==> src/rtl/bst_pkg.sv <==
// Shared constants, codes and control structs for the bounded set table.
// Used by every module in the rtl folder; depends on nothing else.
package bst_pkg;

    // Table size and element width
    localparam int CAPACITY   = 128;
    localparam int DATA_WIDTH = 32;

    // Derived widths
    localparam int IDX_W   = $clog2(CAPACITY);
    localparam int CNT_W   = $clog2(CAPACITY + 1);
    localparam int FIELD_W = 8;
    localparam int CMP_W   = (CNT_W > FIELD_W) ? CNT_W : FIELD_W;
    localparam int NGROUPS = (CAPACITY + 7) / 8;
    localparam int GRP_W   = (NGROUPS > 1) ? $clog2(NGROUPS) : 1;
    localparam int SCAN_W  = ((GRP_W + 4) > CNT_W) ? (GRP_W + 4) : CNT_W;

    // Stream widths
    localparam int IN_W  = 48;
    localparam int OUT_W = 24;

    // Command codes
    localparam logic [1:0] ACT_INSERT = 2'd0;
    localparam logic [1:0] ACT_ERASE  = 2'd1;
    localparam logic [1:0] ACT_APPEND = 2'd2;
    localparam logic [1:0] ACT_CLEAR  = 2'd3;

    // Status codes
    localparam logic [1:0] ST_OK     = 2'd0;
    localparam logic [1:0] ST_DUP    = 2'd1;
    localparam logic [1:0] ST_FULL   = 2'd2;
    localparam logic [1:0] ST_BADPOS = 2'd3;

    // Broadcast from the controller to every cell
    typedef struct packed {
        logic                  cmp;
        logic                  ins;
        logic                  del;
        logic [IDX_W-1:0]      pos;
        logic [DATA_WIDTH-1:0] val;
        logic [CNT_W-1:0]      count;
    } cell_ctrl_t;

    // Report of the first-match scan
    typedef struct packed {
        logic             done;
        logic             found;
        logic [IDX_W-1:0] index;
    } scan_res_t;

endpackage

==> src/rtl/bst_cell.sv <==
// One table entry: holds its value, shifts from its neighbors on insert or erase,
// and registers whether it matches the broadcast value. Depends on bst_pkg.
module bst_cell (
    input  logic                          clk,
    input  logic [bst_pkg::IDX_W-1:0]      idx,
    input  bst_pkg::cell_ctrl_t            ctrl,
    input  logic [bst_pkg::DATA_WIDTH-1:0] left_val,
    input  logic [bst_pkg::DATA_WIDTH-1:0] right_val,
    output logic [bst_pkg::DATA_WIDTH-1:0] entry,
    output logic                          match
);
    import bst_pkg::*;

    logic [DATA_WIDTH-1:0] entry_reg;
    logic [DATA_WIDTH-1:0] entry_next;
    logic                  match_reg;
    logic                  match_next;

    // Pick the new entry: take the value, shift up from the left, or down from the right
    always_comb
    begin
        entry_next = entry_reg;
        if (ctrl.ins)
        begin
            if (idx == ctrl.pos)
                entry_next = ctrl.val;
            else if (idx > ctrl.pos)
                entry_next = left_val;
        end
        else if (ctrl.del)
        begin
            if (idx >= ctrl.pos)
                entry_next = right_val;
        end
    end

    // Match only while this entry lies below the count
    assign match_next = (entry_reg == ctrl.val) && (CNT_W'(idx) < ctrl.count);

    always_ff @(posedge clk)
    begin
        entry_reg <= entry_next;
        if (ctrl.cmp)
            match_reg <= match_next;
    end

    assign entry = entry_reg;
    assign match = match_reg;

endmodule

==> config.mk <==
export PLATFORM = sky130hd
export DESIGN_NAME = bst_cell
export DESIGN_NICKNAME = d
export VERILOG_FILES = /design/src/rtl/bst_pkg.sv /design/src/rtl/bst_cell.sv
export SDC_FILE = /design/constraint.sdc
export NUM_CORES = 1
export LEC_CHECK = 0
export BUFFER_PORTS_ARGS = -buffer_cell sky130_fd_sc_hd__buf_2
export CAP_MARGIN = 30
export CORE_UTILIZATION = 43
export CTS_CLUSTER_SIZE = 24
export DETAILED_ROUTE_END_ITERATION = 8
export PLACE_DENSITY = 0.78
export SYNTH_ARGS = -nofsm -noshare
export SYNTH_HDL_FRONTEND = slang
export SYNTH_SLANG_ARGS = --single-unit
==> constraint.sdc <==
create_clock -name clk -period 2.5 [get_ports clk]
set_input_delay 0 -clock clk [delete_from_list [all_inputs] [get_ports clk]]
set_output_delay 0 -clock clk [all_outputs]
set_load 0.05 [all_outputs]
Word level (Yosys, flattened, before mapping)
Cells that the tools add are included.

Output and inout bits: 33. Flip-flop bits (word level): 33. Word-level logic and storage cells: 17.

Equality and inequality tests: 3. Multiplexer cells: 5. Reduce and logical (&&, ||, !) cells: 4. Magnitude comparators: 3.

Operators by type and width (count): $mux W32 (5); $eq A32 B32 Y1 (1); $lt A7 B8 Y1 (1); $eq A7 B7 Y1 (1); $ge A7 B7 Y1 (1); $gt A7 B7 Y1 (1); $reduce_bool A2 Y1 (2); $ne A3 B1 Y1 const B (1); $reduce_and A3 Y1 (1); $logic_and A1 B1 Y1 (1).

Logic depth before layout (Yosys ltp)
Word-level depth: 4. Gate-level depth with buffers: 7. Gate-level depth less buffers: 7.

Worst setup path before layout
OpenSTA, ideal clock, no wires.

Path type: input port to flip-flop. Start point: input idx[0] (netlist bit). End point: register entry_reg[0], in the netlist entry[0], enable pin. Setup slack: 0.539 ns. Cell stages on the path: 7. Data required time: 2.109 ns. Data arrival time: 1.570 ns. Cells stage by stage: inv_1 ha_1 nand2b_1 a21o_1 a21oi_1 o221ai_1 o21a_1.

Longest elaborated chain between the ends: 3. Elaborated cells between the ends (all ways): 6.

Ends and longest elaborated chain: start: declaration (line bst_cell.sv:5) `input logic [bst_pkg::IDX_W-1:0] idx,`; $gt A7 B7 Y1 (tied with other cells) (line bst_cell.sv:27) `else if (idx > ctrl.pos)`; $ne A3 B1 Y1 (no source line) or $reduce_bool A2 Y1 (tied branches); $reduce_and A3 Y1 (no source line) *; end signal: assignment (line bst_cell.sv:42) `entry_reg <= entry_next;`; end: declaration (line bst_cell.sv:14) `logic [DATA_WIDTH-1:0] entry_reg;`.

Mark *: on every way between the ends. The rest lies on a longest branch, timed or not. A chain may end at the register's enable or synchronous reset.

Worst setup path after layout
Start point: register entry_reg[15], in the netlist entry[15]. End point: register match_reg, in the netlist match (data pin).

Longest elaborated chain between the ends: 2.

Ends and longest elaborated chain: $eq A32 B32 Y1 (line bst_cell.sv:38) `assign match_next = (entry_reg == ctrl.val) && (CNT_W'(idx) < ctrl.count);`; $logic_and A1 B1 Y1 (line bst_cell.sv:38); net match_next (line bst_cell.sv:17) `logic match_next;`; end signal: assignment (line bst_cell.sv:44) `match_reg <= match_next;`; end: declaration (line bst_cell.sv:16) `logic match_reg;`.

The timed path passes the listed nets, and every way through them passes these cells.

==> flow_metrics.env <==
export IMPL_max_freq_ghz=0.606
export IMPL_final_antenna_net_count=0
export IMPL_gp_congestion=0.799
export IMPL_grt_max_degree=40
export IMPL_crit_chain="xnor2_1, nand4_1, nor4_1, o21ai_0, nor3_1"
export IMPL_dr_pass1_iters=4
export IMPL_required_ns=2.63
export IMPL_place_hpwl_mm=5.21
export IMPL_cts_resized=0
export IMPL_cp_end_kind="register"
export IMPL_max_slew_margin_rel=0.521
export IMPL_root_buffer="clkbuf_8"
export IMPL_synth_warnings=0
export IMPL_layout_drive_gt1_share=0.438
export IMPL_cts_sinks=33
export IMPL_leakagePower_nw=1.52
export IMPL_fin_crit_sh=0.660
export IMPL_synth_ff_latch_count=33
export IMPL_ir_worst_vdd_uv=420
export IMPL_num_io_pins=155
export IMPL_synthArstFlopShare=0
export IMPL_vias=2236
export IMPL_synth_fp_nets=364
export IMPL_tightest_slew_ns=0.719
export IMPL_synth_common_cells="a21oi_1, edfxtp_1, nor2_1"
export IMPL_drtIter0Drc=63
export IMPL_dieArea_um2=5910
export IMPL_drc=0
export IMPL_maxSlewViolCount=0
export IMPL_synth_edff_count=33
export IMPL_clk_pin_slew_ns=0.08
export IMPL_synth_seq_area_share=0.411
export IMPL_area_growth_pct=38.2
export IMPL_syn_inst=229
export IMPL_htreeDepth=2
export IMPL_cts_tree="yes"
export IMPL_rsz0062_at_grt="false"
export IMPL_finalSetupTns_ns=0
export IMPL_die_x_um=76.9
export IMPL_cap_violations=0
export IMPL_ys_types=24
export IMPL_yosys_area_top_type="edfxtp_1"
export IMPL_wl_per_cell_um=14.2
export IMPL_crit_type="reg2reg"
export IMPL_grt_first_pass_wirelength_mm=10.0
export IMPL_r2r_start="entry[15]$_DFFE_PP_"
export IMPL_worstPathArrival_ns=1.78
export IMPL_synth_area_um2=2410
export IMPL_crit_path_top_delay_cell="nor4_1"
export IMPL_gr_total_overflow=0
export IMPL_coreArea_um2=5240
export IMPL_status="complete, no violations"
export IMPL_crit_start="entry[15]$_DFFE_PP_"
export IMPL_finalSetupViolCount=0
export IMPL_power_density_nw_per_um2=597
export IMPL_synth_avg_cell_area_um2=10.5
export IMPL_numCtsBuffers=5
export IMPL_fin_skew_ns=0.00404
export IMPL_worstHoldStart="right_val[15]"
export IMPL_grt_pass1_vias=2178
export IMPL_port_buffers=154
export IMPL_synth_top_area_frac=0.411
export IMPL_critPathMaxStageDelay_ns=0.44
export IMPL_finalPower_mw=1.99
export IMPL_core_rowCount=26
export IMPL_min_path_type="in2reg"
export IMPL_nets=520
export IMPL_cp_max_fo=2
export IMPL_die_height_um=76.9
export IMPL_period_minus_slack_ns=1.65
export IMPL_largest_register_ffs=32
export IMPL_fillers=441
export IMPL_gr_usage_all_layers=0.219
export IMPL_clockBufferDepth=2
export IMPL_ys_top_cells_by_area="edfxtp_1, mux2i_1, a21oi_1, ha_1, xnor2_1"
export IMPL_n_antenna_cell=0
export IMPL_viasPerCell=4.90
export IMPL_yosysMostFrequentCell="a21oi_1"
export IMPL_start_util=0.460
export IMPL_cp_start_kind="register"
export IMPL_antenna_found_initial=0
export IMPL_wl_mm=6.46
export IMPL_clk_latency_ns=0.29
export IMPL_finalHoldViolations=0
export IMPL_ys_flop_type="edfxtp_1"
[per-layer routing]
| layer | GRT usage | vias up | wire length, um | share of wire |
|---|---|---|---|---|
| met2 | 0.388 | 115 | 3240 | 0.50 |
| li1 | - | 1136 | - | - |
| met3 | 0.0643 | 6 | 534 | 0.083 |
| met4 | 0.0769 | 0 | 91 | 0.014 |
| met1 | 0.249 | 979 | 2590 | 0.40 |
| met5 | 0 | - | 0 | 0 |
[path summary, 6_finish.rpt]
kind / slack [ns] / end / cells after the start
min reg2reg: 0.86 / match$_DFFE_PP_ / 5
max: 0.85 / match$_DFFE_PP_ / 5
min: 0.03 / entry[15]$_DFFE_PP_ / 3
max reg2reg: 0.85 / match$_DFFE_PP_ / 5
[worst max-delay path, delay by kind of cell (launching register included)]
family           cells  cell delay, ns
AO/OA/AOI/OAI        1            0.17
XOR/XNOR             1            0.17
flip-flops           1            0.43
AND/OR/NAND/NOR      3            0.73
[stage by stage]
step / cells / worst slack [ns] / utilization / area [um^2] / hold WS (ns)
final: 456 / 0.849 / 0.636 / 3330 / 0.0285
after global routing: 456 / 0.692 / 0.636 / 3330 / 0.0224
after CTS: 456 / 0.838 / 0.636 / 3330 / 0.0165
after detailed placement: 447 / 0.649 / 0.613 / 3210 / 0.207
after global placement: 447 / 0.715 / 0.613 / 3210 / 0.206
after floorplan: 229 / 0.539 / - / 2410 / 0.112
[placed cells by master (no fill, tap or decap), drive strengths merged]
cell,Yosys,routed
clkinvlp,0,1
xnor2,16,16
dlygate4sd3,0,1
nor4,5,5
a21oi,35,35
xor2,16,16
o21ai,1,1
buf,3,158
mux2i,32,32
o21a,1,1
nand4b,1,1
inv,14,14
bufinv,0,1
nor2,34,34
nand3,1,1
ha,13,13
nand2b,2,2
nor3,2,2
clkbuf,7,5
clkinv,0,1
o221ai,1,1
a21o,4,4
nand4,7,7
a211oi,1,1
edfxtp,33,33
[logic make-up after synthesis]
group / count (synthesis) / synth area share
AOI/OAI and AO/OA: 43 / 0.0976
xor gates and xnor gates: 32 / 0.116
adders and majority gates: 13 / 0.0675
buffers and inverters: 24 / 0.0576
DFF: 33 / 0.411
muxes: 32 / 0.133
and+or+nand+nor: 52 / 0.117
[where the power goes]
part           switching, mW  total (mW)  internal, mW
clock network          0.215       0.508         0.294
registers             0.0544       0.763         0.709
logic                  0.480       0.717         0.237
[final cells by class]
cell class	instances	area [um^2]	area share
well taps	70	87.6	0.0263
clock buffers	5	68.8	0.0206
repair buffers	159	811	0.243
inverters	14	52.6	0.0158
multi-input cells	172	1280	0.384
clock inverters	3	41.3	0.0124
flip-flops and latches	33	991	0.297
[timing repair]
item | in CTS | in global routing
setup endpoints to repair | 0 | 0
hold buffers | 1 | 0
endpoints found under the hold margin | 1 | 0
setup buffers | 0 | 0
No activity file was read; power rests on OpenSTA's default activity.
