$ cat src/rtl/bst_pkg.sv
// Shared constants, codes and control structs for the bounded set table.
// Used by every module in the rtl folder; depends on nothing else.
package bst_pkg;

    // Table size and element width
    localparam int CAPACITY   = 128;
    localparam int DATA_WIDTH = 32;

    // Derived widths
    localparam int IDX_W   = $clog2(CAPACITY);
    localparam int CNT_W   = $clog2(CAPACITY + 1);
    localparam int FIELD_W = 8;
    localparam int CMP_W   = (CNT_W > FIELD_W) ? CNT_W : FIELD_W;
    localparam int NGROUPS = (CAPACITY + 7) / 8;
    localparam int GRP_W   = (NGROUPS > 1) ? $clog2(NGROUPS) : 1;
    localparam int SCAN_W  = ((GRP_W + 4) > CNT_W) ? (GRP_W + 4) : CNT_W;

    // Stream widths
    localparam int IN_W  = 48;
    localparam int OUT_W = 24;

    // Command codes
    localparam logic [1:0] ACT_INSERT = 2'd0;
    localparam logic [1:0] ACT_ERASE  = 2'd1;
    localparam logic [1:0] ACT_APPEND = 2'd2;
    localparam logic [1:0] ACT_CLEAR  = 2'd3;

    // Status codes
    localparam logic [1:0] ST_OK     = 2'd0;
    localparam logic [1:0] ST_DUP    = 2'd1;
    localparam logic [1:0] ST_FULL   = 2'd2;
    localparam logic [1:0] ST_BADPOS = 2'd3;

    // Broadcast from the controller to every cell
    typedef struct packed {
        logic                  cmp;
        logic                  ins;
        logic                  del;
        logic [IDX_W-1:0]      pos;
        logic [DATA_WIDTH-1:0] val;
        logic [CNT_W-1:0]      count;
    } cell_ctrl_t;

    // Report of the first-match scan
    typedef struct packed {
        logic             done;
        logic             found;
        logic [IDX_W-1:0] index;
    } scan_res_t;

endpackage

$ cat src/rtl/bst_scan.sv
// First-match finder: walks the cell match flags eight at a time, lowest first,
// stopping at a hit or past the count. Depends on bst_pkg.
module bst_scan (
    input  logic                        clk,
    input  logic                        rst_n,
    input  logic                        start,
    input  logic [bst_pkg::NGROUPS*8-1:0] match_vec,
    input  logic [bst_pkg::CNT_W-1:0]     count,
    output bst_pkg::scan_res_t          res
);
    import bst_pkg::*;

    logic             busy_reg;
    logic             busy_next;
    logic [GRP_W-1:0] grp_reg;
    logic [GRP_W-1:0] grp_next;
    logic [7:0]       hits;
    logic [2:0]       enc;
    logic [SCAN_W-1:0] next_base;
    logic             stop;
    logic             done;

    // Select the current group of flags
    assign hits = match_vec[{grp_reg, 3'b000} +: 8];

    // Lowest set flag in the group
    always_comb
    begin
        enc = 3'd0;
        for (int k = 7; k >= 0; k--)
        begin
            if (hits[k])
                enc = 3'(k);
        end
    end

    // Stop after the last group or once the next group starts at or past the count
    assign next_base = SCAN_W'({1'b0, grp_reg} + {{GRP_W{1'b0}}, 1'b1}) << 3;
    assign stop      = (grp_reg == GRP_W'(NGROUPS - 1)) || (next_base >= SCAN_W'(count));
    assign done      = busy_reg && ((|hits) || stop);

    always_comb
    begin
        busy_next = busy_reg;
        grp_next  = grp_reg;
        if (start)
        begin
            busy_next = 1'b1;
            grp_next  = '0;
        end
        else if (done)
            busy_next = 1'b0;
        else if (busy_reg)
            grp_next = grp_reg + 1'b1;
    end

    always_ff @(posedge clk or negedge rst_n)
    begin
        if (!rst_n)
        begin
            busy_reg <= 1'b0;
            grp_reg  <= '0;
        end
        else
        begin
            busy_reg <= busy_next;
            grp_reg  <= grp_next;
        end
    end

    assign res.done  = done;
    assign res.found = |hits;
    assign res.index = IDX_W'({grp_reg, enc});

endmodule

$ cat config.mk
export PLATFORM = sky130hd
export DESIGN_NAME = bst_scan
export DESIGN_NICKNAME = d
export VERILOG_FILES = /design/src/rtl/bst_pkg.sv /design/src/rtl/bst_scan.sv
export SDC_FILE = /design/constraint.sdc
export NUM_CORES = 1
export LEC_CHECK = 0
export ABC_CLOCK_PERIOD_IN_PS = 3100
export BUFFER_PORTS_ARGS = -buffer_cell sky130_fd_sc_hd__buf_4
export CORE_MARGIN = 1.5
export CORE_UTILIZATION = 35
export DETAILED_ROUTE_END_ITERATION = 7
export PLACE_DENSITY = 0.78
export SLEW_MARGIN = 0
export SYNTH_ARGS = -nofsm -noshare
export SYNTH_HDL_FRONTEND = slang
export SYNTH_SLANG_ARGS = --single-unit
$ cat constraint.sdc
create_clock -name clk -period 3.1 [get_ports clk]
set_clock_uncertainty 0.1 [all_clocks]
set_input_delay 0.155 -clock clk [delete_from_list [all_inputs] [get_ports clk]]
set_output_delay 0.155 -clock clk [all_outputs]
set_load 0.01 [all_outputs]
# Yosys cells after proc, flatten, opt, wreduce, memory -nomap -nowiden
# Cells that the tools add are included.
# op_classes
n_addsub	2
n_mul	0
n_div	0
order_cmp	1
eq_ne	2
shift	1
mux	13
bitwise_logic	0
reduce_logical	7
# op_table
cell	count
128-bit by 8-bit indexed part select with 8-bit output	1
3-bit two-way mux	8
4-bit two-way mux	3
8-bit greater-or-equal comparator	1
8-bit OR reduction	1
4-bit by 1-bit adder with 5-bit output, second input constant	1
4-bit by 1-bit adder with 4-bit output, second input constant	1
4-bit equality test, second input constant	1
2-bit nonzero test	2
1-bit logical OR	2
1-bit two-way mux	2
2-bit != test, second input constant	1
2-bit AND reduction	1
1-bit logical AND	1
# totals
ff_bits	5
latch_bits	0
ram_bits	0
mem_bits_ro	0
input_bits	139
out_inout_bits	9
wordCells	28
memories	0

# Longest topological paths before layout
# Gate-level depths: netlist of the first run.
# logic_depth
depth_word	9
mapped_depth	12
depth_no_buf	10

# Worst setup path before layout of the first run
# Ideal clock, no wire load.
# synth_timing
kind	register -> register
start	register grp_reg[1]
end	register grp_reg[2]
arrival_time_ns	2.720
required_ns	2.872
path_slack_ns	0.152
stages_incl_launch_ff	13
cell_sequence	dfrtp_1 > clkbuf_1 > buf_2 > and2_1 > nand2_1 > xnor2_1 > ha_1 > o21a_1 > o21ai_0 > a21oi_1 > or3_1 > nor4_1 > mux2_1
# synth_between
elab_chain_len	7
# synth_lines
item	line_no	rtl
from (decl)	bst_scan.sv:15	logic [GRP_W-1:0] grp_reg;
from (signal assigned)	bst_scan.sv:67	grp_reg <= grp_next;
4-bit by 1-bit adder with 5-bit output	bst_scan.sv:38	assign next_base = SCAN_W'({1'b0, grp_reg} + {{GRP_W{1'b0}}, 1'b1}) << 3;
8-bit greater-or-equal comparator	bst_scan.sv:39	assign stop = (grp_reg == GRP_W'(NGROUPS - 1)) || (next_base >= SCAN_W'(count));
1-bit logical OR	bst_scan.sv:39	
1-bit logical OR	bst_scan.sv:40	assign done = busy_reg && ((|hits) || stop);
1-bit logical AND	bst_scan.sv:40	
2-bit != test (no line)	-	
2-bit AND reduction (no line)	-	
# Several ways; a longest one is shown, not always the timed one. The select of a mux whose other input is x is not followed.
# A chain may end at the register's enable or synchronous reset.

==> impl_metrics.csv, run 1 <==
group,metric,value,unit
clocking,cts_buffers,3,
pwr,ir_drop,0.000131,V
pwr,power_density,135,nW/um^2
floorplanning,die_h,71.9,microns
pwr,finalPower,0.405,mW
pwr,pwr-share-seq,0.166,
finish,diodes,0,
detailed_routing,wl_per_cell,16.9,microns
logic_synthesis,synth_area_leaders,"mux4_2, mux4_1, dfrtp_1",
finish,largest_reg_flops,4,
clocking,cts_buffer_depth,2,
clocking,clkTransAtPathRegs,0.04,ns
placed_design,dp_cells,344,
finish,n_fill_cell,351,
finish,syn2layout_area_growth,80.8,%
pwr,clock_power_share,0.303,
global_routing,met2_usage,0.396,
floorplanning,io_pins,148,
logic_synthesis,yosys.cell_types.count,46,
worst_setup_path,critical_path_class,"register to primary output",
logic_synthesis,yosys.cell_count.top_type,"mux4_2",
sta,fmax,334,MHz
worst_setup_path,endpoint_kind,"primary output",
global_routing,top_usage_layer,"met2",
worst_setup_path,critical-path-max-stage-delay,0.55,ns
logic_synthesis,synth_seq_cells,5,
finish,drive_above_1_share,0.656,
pwr,internal-power,0.312,mW
logic_synthesis,postSynthCellCount,152,
sta,maxSlewHeadroom,0.686,
floorplanning,core-area,4440,sq um
global_routing,gr-usage-all-layers,0.225,
logic_synthesis,yosys_warnings,0,
worst_setup_path,rr_endpoint,"grp_reg[0]",
clocking,clock_latency,0.23,ns
logic_synthesis,synth_area_leader_cell,"mux4_2",
logic_synthesis,ys_seq_area_frac,0.0754,
worst_setup_path,r2r-start,"grp_reg[0]",
floorplanning,initial_core_util,0.374,
logic_synthesis,synth_edf_count,0,
sta,fin_ws,0.102,ns
sta,report.final.slew_viol_count,0,
worst_setup_path,r2r_slack,0.11,ns
global_routing,grt_pass1_wl,9050,microns
global_routing,use_met3,0.0478,
detailed_routing,routed_via_density,5.46,
worst_setup_path,path_cells,"buf_12 -> mux4_1 -> mux4_2 -> nor2_4 -> o221ai_4 -> or2_4 -> o21a_1 -> buf_4",
sta,fin_hold_ws,0.107,ns
run_status,status,"completed",
detailed_routing,drc,0,
sta,hold_viol,0,
floorplanning,die_x,71.9,microns
hold_path,hold_path.class,"input port to register",
detailed_routing,ant_nets,0,
pwr,power_switching,0.0928,mW
floorplanning,design.die.area,5170,sq um
detailed_routing,wl,6030,microns
clocking,root_buffer,"clkbuf_8",
global_routing,grt_pass1_vias,1998,
logic_synthesis,yosys.area.top_type_share,0.231,
global_routing,grt-ovfl-total,0,
logic_synthesis,synth.avg_cell_area,10.9,sq um
global_routing,antenna_found_initial,0,
floorplanning,num_rows,24,
worst_setup_path,worstPathMaxFanout,7,
worst_setup_path,reg2reg_depth,8,
logic_synthesis,ys_top_cells_by_count,"mux4_2, mux4_1, nand2_1",
worst_setup_path,required,2.84,ns
finish,layout.nets,451,
worst_setup_path,cp-endpoint,"res[8]",
worst_setup_path,start_kind,"register",
worst_setup_path,worstPathArrival,2.74,ns
run,cap_violations,0,
clocking,htree_num_levels,1,
clocking,cts_tree,"yes",
sta,worst_pin_slew,0.472,ns
pwr,swShare,0.229,
clocking,cts.sinks,5,
sta,setup_viol,0,
sta,min_period_over_period,0.967,
placed_design,routabilityCongestion,0.802,
logic_synthesis,ys_async_sr_fraction,1.00,
pwr,p_comb_frac,0.531,
logic_synthesis,synth_area,1660,sq um
logic_synthesis,syn_nets,297,
detailed_routing,via_count,1949,
placed_design,dpl.hpwl,4890,microns
detailed_routing,drt_pre_antenna_iters,4,
worst_setup_path,crit_start,"grp_reg[0]",
global_routing,grt_max_degree,20,
global_routing,met1_usage,0.283,
detailed_routing,drt_iter0_markers,169,
sta,period_needed,3.00,ns
logic_synthesis,synth_flop_cell,"dfrtp_1",
pwr,p_leak,1.37,nW
placed_design,place_ws,-0.0270,ns
placed_design,io_buffer_count,147,
worst_setup_path,cp_slowest_cell,"mux4_2",
finish,final_util,0.675,
finish,final_cell_count_no_fill,357,
==> what timing repair did <==
action | CTS | global route
hold endpoints to repair | 5 | 0
pin swaps | 1 | 1
gates cloned | 0 | 0
resized for setup | 3 | 15
buffers inserted | 4 | 4
setup endpoints to repair | 4 | 5
hold buffers | 1 | 0
==> placed cells by master, fill, tap and decap left out, drive strengths merged, types with 4 or more instances in the layout <==
master	n
dfrtp	5
mux4	30
or2	4
inv	8
and3	4
clkbuf	4
nor2	9
ha	6
buf	162
nand2	10
mux2	7
mux2i	5
nor2b	6
nand2b	4
nand3	6
==> area by class of cell <==
cell class              count  area [sq um]  share of cell area
multi-input cells         125          1480               0.493
inverters                   8          30.0              0.0100
well taps                  52          65.1              0.0217
repair buffers            163          1250               0.418
flip-flops and latches      5           129              0.0429
clock buffers               4          45.0              0.0150
==> worst max-delay path, delay by kind of cell (launching register included) <==
| family | cells | cell delay (ns) |
|---|---|---|
| buffers and inverters | 2 | 0.27 |
| AOI/OAI and AO/OA | 2 | 0.31 |
| and+or+nand+nor | 2 | 0.43 |
| DFF | 1 | 0.42 |
| muxes | 2 | 1.09 |
==> power groups by stage <==
stage	logic [mW]	registers [mW]	clock network, mW
3_5_place_dp	0.205	0.0683	0
5_1_grt	0.230	0.0674	0.132
2_1_floorplan	0.0592	0.0678	0
6_report	0.215	0.0674	0.123
3_3_place_gp	0.200	0.0682	0
4_1_cts	0.208	0.0673	0.126
==> through the flow <==
step	TNS, ns	area [sq um]
after floorplan	0	1660
after global placement	-0.00388	2790
final	0	3000
after CTS	-0.0105	2890
after detailed placement	-0.0490	2790
after global routing	-0.00207	3000
==> layer usage <==
layer	share of wire	vias up
li1	-	929
met1	0.37	912
met2	0.54	100
met3	0.074	8
met4	0.011	0
met5	0	-
==> kinds of logic (layout without fill, tap and decap cells) <==
logic type / Yosys count / count (layout) / share of synthesized area
and+or+nand+nor: 57 / 57 / 0.197
DFF: 5 / 5 / 0.0754
xor gates and xnor gates: 2 / 2 / 0.0106
muxes: 42 / 42 / 0.514
buffers and inverters: 22 / 175 / 0.0754
AOI/OAI and AO/OA: 18 / 18 / 0.0829
adders and majority gates: 6 / 6 / 0.0452
==> how the worst min path moves through the flow <==
stage	from	end	slack (ns)	depth (start not counted)
global placement	rst_n	grp_reg[1]	-0.14	1
floorplan	rst_n	busy_reg	-0.24	0
detailed placement	rst_n	grp_reg[1]	-0.14	1
CTS	start	busy_reg	0.10	2
global route	start	busy_reg	0.12	2
finish	start	busy_reg	0.11	2
No activity file was read; power rests on OpenSTA's default activity.
==> run 2: changes to the inputs <==
BUFFER_PORTS_ARGS = -buffer_cell sky130_fd_sc_hd__buf_2   (was -buffer_cell sky130_fd_sc_hd__buf_4)
==> run 2 against run 1 <==
  * First-iteration DRC count decreased by 6.5%
  * Clock power about the same
  * Largest power group unchanged
  * Clock-buffer cell count unchanged
  * Critical endpoint unchanged
  * Maximum frequency decreased by 1.6%
==> impl_metrics.csv, run 2 (same netlist as run 1, synthesis figures left out) <==
group,metric,value,unit
sta,min_period_over_period,0.983,
placed_design,place_ws,-0.0345,ns
floorplanning,core-area,4440,sq um
global_routing,gr-usage-all-layers,0.206,
sta,fin_ws,0.0542,ns
worst_setup_path,worstPathArrival,2.79,ns
global_routing,grt-ovfl-total,0,
finish,n_fill_cell,357,
finish,layout.nets,457,
floorplanning,die_x,71.9,microns
finish,diodes,0,
sta,setup_viol,0,
placed_design,dpl.hpwl,4660,microns
finish,final_cell_count_no_fill,363,
detailed_routing,wl_per_cell,16.4,microns
detailed_routing,ant_nets,0,
sta,hold_viol,0,
sta,period_needed,3.05,ns
global_routing,grt_pass1_vias,1881,
sta,maxSlewHeadroom,0.660,
finish,drive_above_1_share,0.675,
clocking,clock_latency,0.22,ns
worst_setup_path,worstPathMaxFanout,6,
clocking,root_buffer,"clkbuf_8",
hold_path,hold_path.class,"input port to register",
clocking,cts_tree,"yes",
global_routing,grt_max_degree,25,
clocking,cts_buffer_depth,2,
run_status,status,"completed",
placed_design,routabilityCongestion,0.807,
floorplanning,io_pins,148,
finish,largest_reg_flops,4,
detailed_routing,drt_pre_antenna_iters,4,
clocking,clkTransAtPathRegs,0.03,ns
finish,syn2layout_area_growth,64.6,%
finish,ff_latch_area,130,sq um
clocking,cts.sinks,5,
pwr,power_density,129,nW/um^2
clocking,htree_num_levels,1,
floorplanning,num_rows,24,
floorplanning,initial_core_util,0.374,
run,cap_violations,0,
detailed_routing,wl,5940,microns
worst_setup_path,critical_path_class,"register to primary output",
floorplanning,design.die.area,5170,sq um
detailed_routing,routed_via_density,5.40,
finish,multiInputGateArea,1490,sq um
worst_setup_path,endpoint_kind,"primary output",
clocking,cts_buffers,3,
global_routing,antenna_found_initial,0,
floorplanning,die_h,71.9,microns
detailed_routing,drt_iter0_markers,158,
pwr,ir_drop,0.000141,V
detailed_routing,via_count,1960,
worst_setup_path,start_kind,"register",
detailed_routing,drc,0,
placed_design,dp_cells,344,
finish,most-common-layout-cells,"buf_2, mux4_2, buf_4, mux4_1, nand2_1",
global_routing,grt_pass1_wl,8320,microns
sta,report.final.slew_viol_count,0,
sta,worst_pin_slew,0.510,ns
placed_design,io_buffer_count,147,
pwr,p_leak,1.29,nW
finish,final_common_cell,"buf_2",
finish,final_util,0.615,
sta,fmax,328,MHz
worst_setup_path,required,2.84,ns
==> run 2: cell count changes in the layout (fill, tap and decap cells not counted), sizes merged <==
cell    previous run  this run
buf              162       167
clkbuf             4         5
==> run 2: cell type report <==
class | count | share of cell area
clock buffer | 4 | 0.0165
inverter | 8 | 0.0110
multi-input combinational | 125 | 0.547
sequential | 5 | 0.0476
tap | 52 | 0.0238
timing repair buffer | 169 | 0.354
==> run 2: routing by layer <==
layer / wire length [microns] / GRT usage / up-vias
met5: 0 / 0 / -
met3: 499 / 0.0478 / 4
met1: 2160 / 0.252 / 915
met4: 34 / 0.0231 / 0
met2: 3250 / 0.380 / 105
li1: - / - / 936
==> run 2: repair_timing <==
action,4_1_cts,5_1_grt
cloned,0,1
pin swaps,1,6
buffers inserted,5,8
gates resized for setup,3,20
endpoints found under the setup margin,5,4
hold buffers,1,0
hold endpoints to repair,5,0
==> run 2: worst max-delay path, cell delays in order, from the launching register on <==
cell,delay [ns]
dfrtp_4,0.49
buf_8,0.14
buf_4,0.13
mux4_2,0.41
mux4_2,0.52
nor2_4,0.16
o221ai_4,0.14
or2_4,0.28
o21a_1,0.18
buf_2,0.13
==> run 2: final timing paths <==
check | from | end | slack (ns) | depth (start not counted)
worst max-delay path | grp_reg[0] | res[8] | 0.05 | 9
worst min-delay path | start | busy_reg | 0.16 | 2
worst max register to register | grp_reg[0] | grp_reg[0] | 0.06 | 9
worst min register to register | grp_reg[3] | grp_reg[3] | 0.68 | 2
max in group asynchronous | rst_n | grp_reg[0] | 2.52 | 2
min in group asynchronous | rst_n | grp_reg[2] | 0.23 | 2
==> run 2: report_power, final <==
part | internal [mW] | switching [mW]
sequential | 0.0664 | 0.000862
clock | 0.0883 | 0.0322
combinational | 0.108 | 0.0559
total | 0.263 | 0.0890
==> run 2: per-stage QoR <==
step	power [mW]	TNS, ns	hold slack, ns	cell area, sq um
2_1_floorplan	0.127	0	-0.241	1660
3_3_place_gp	0.219	0	-0.126	2430
3_5_place_dp	0.223	-0.0704	-0.123	2430
4_1_cts	0.347	0	0.157	2550
5_1_grt	0.377	-0.104	0.172	2730
6_report	0.352	0	0.165	2730
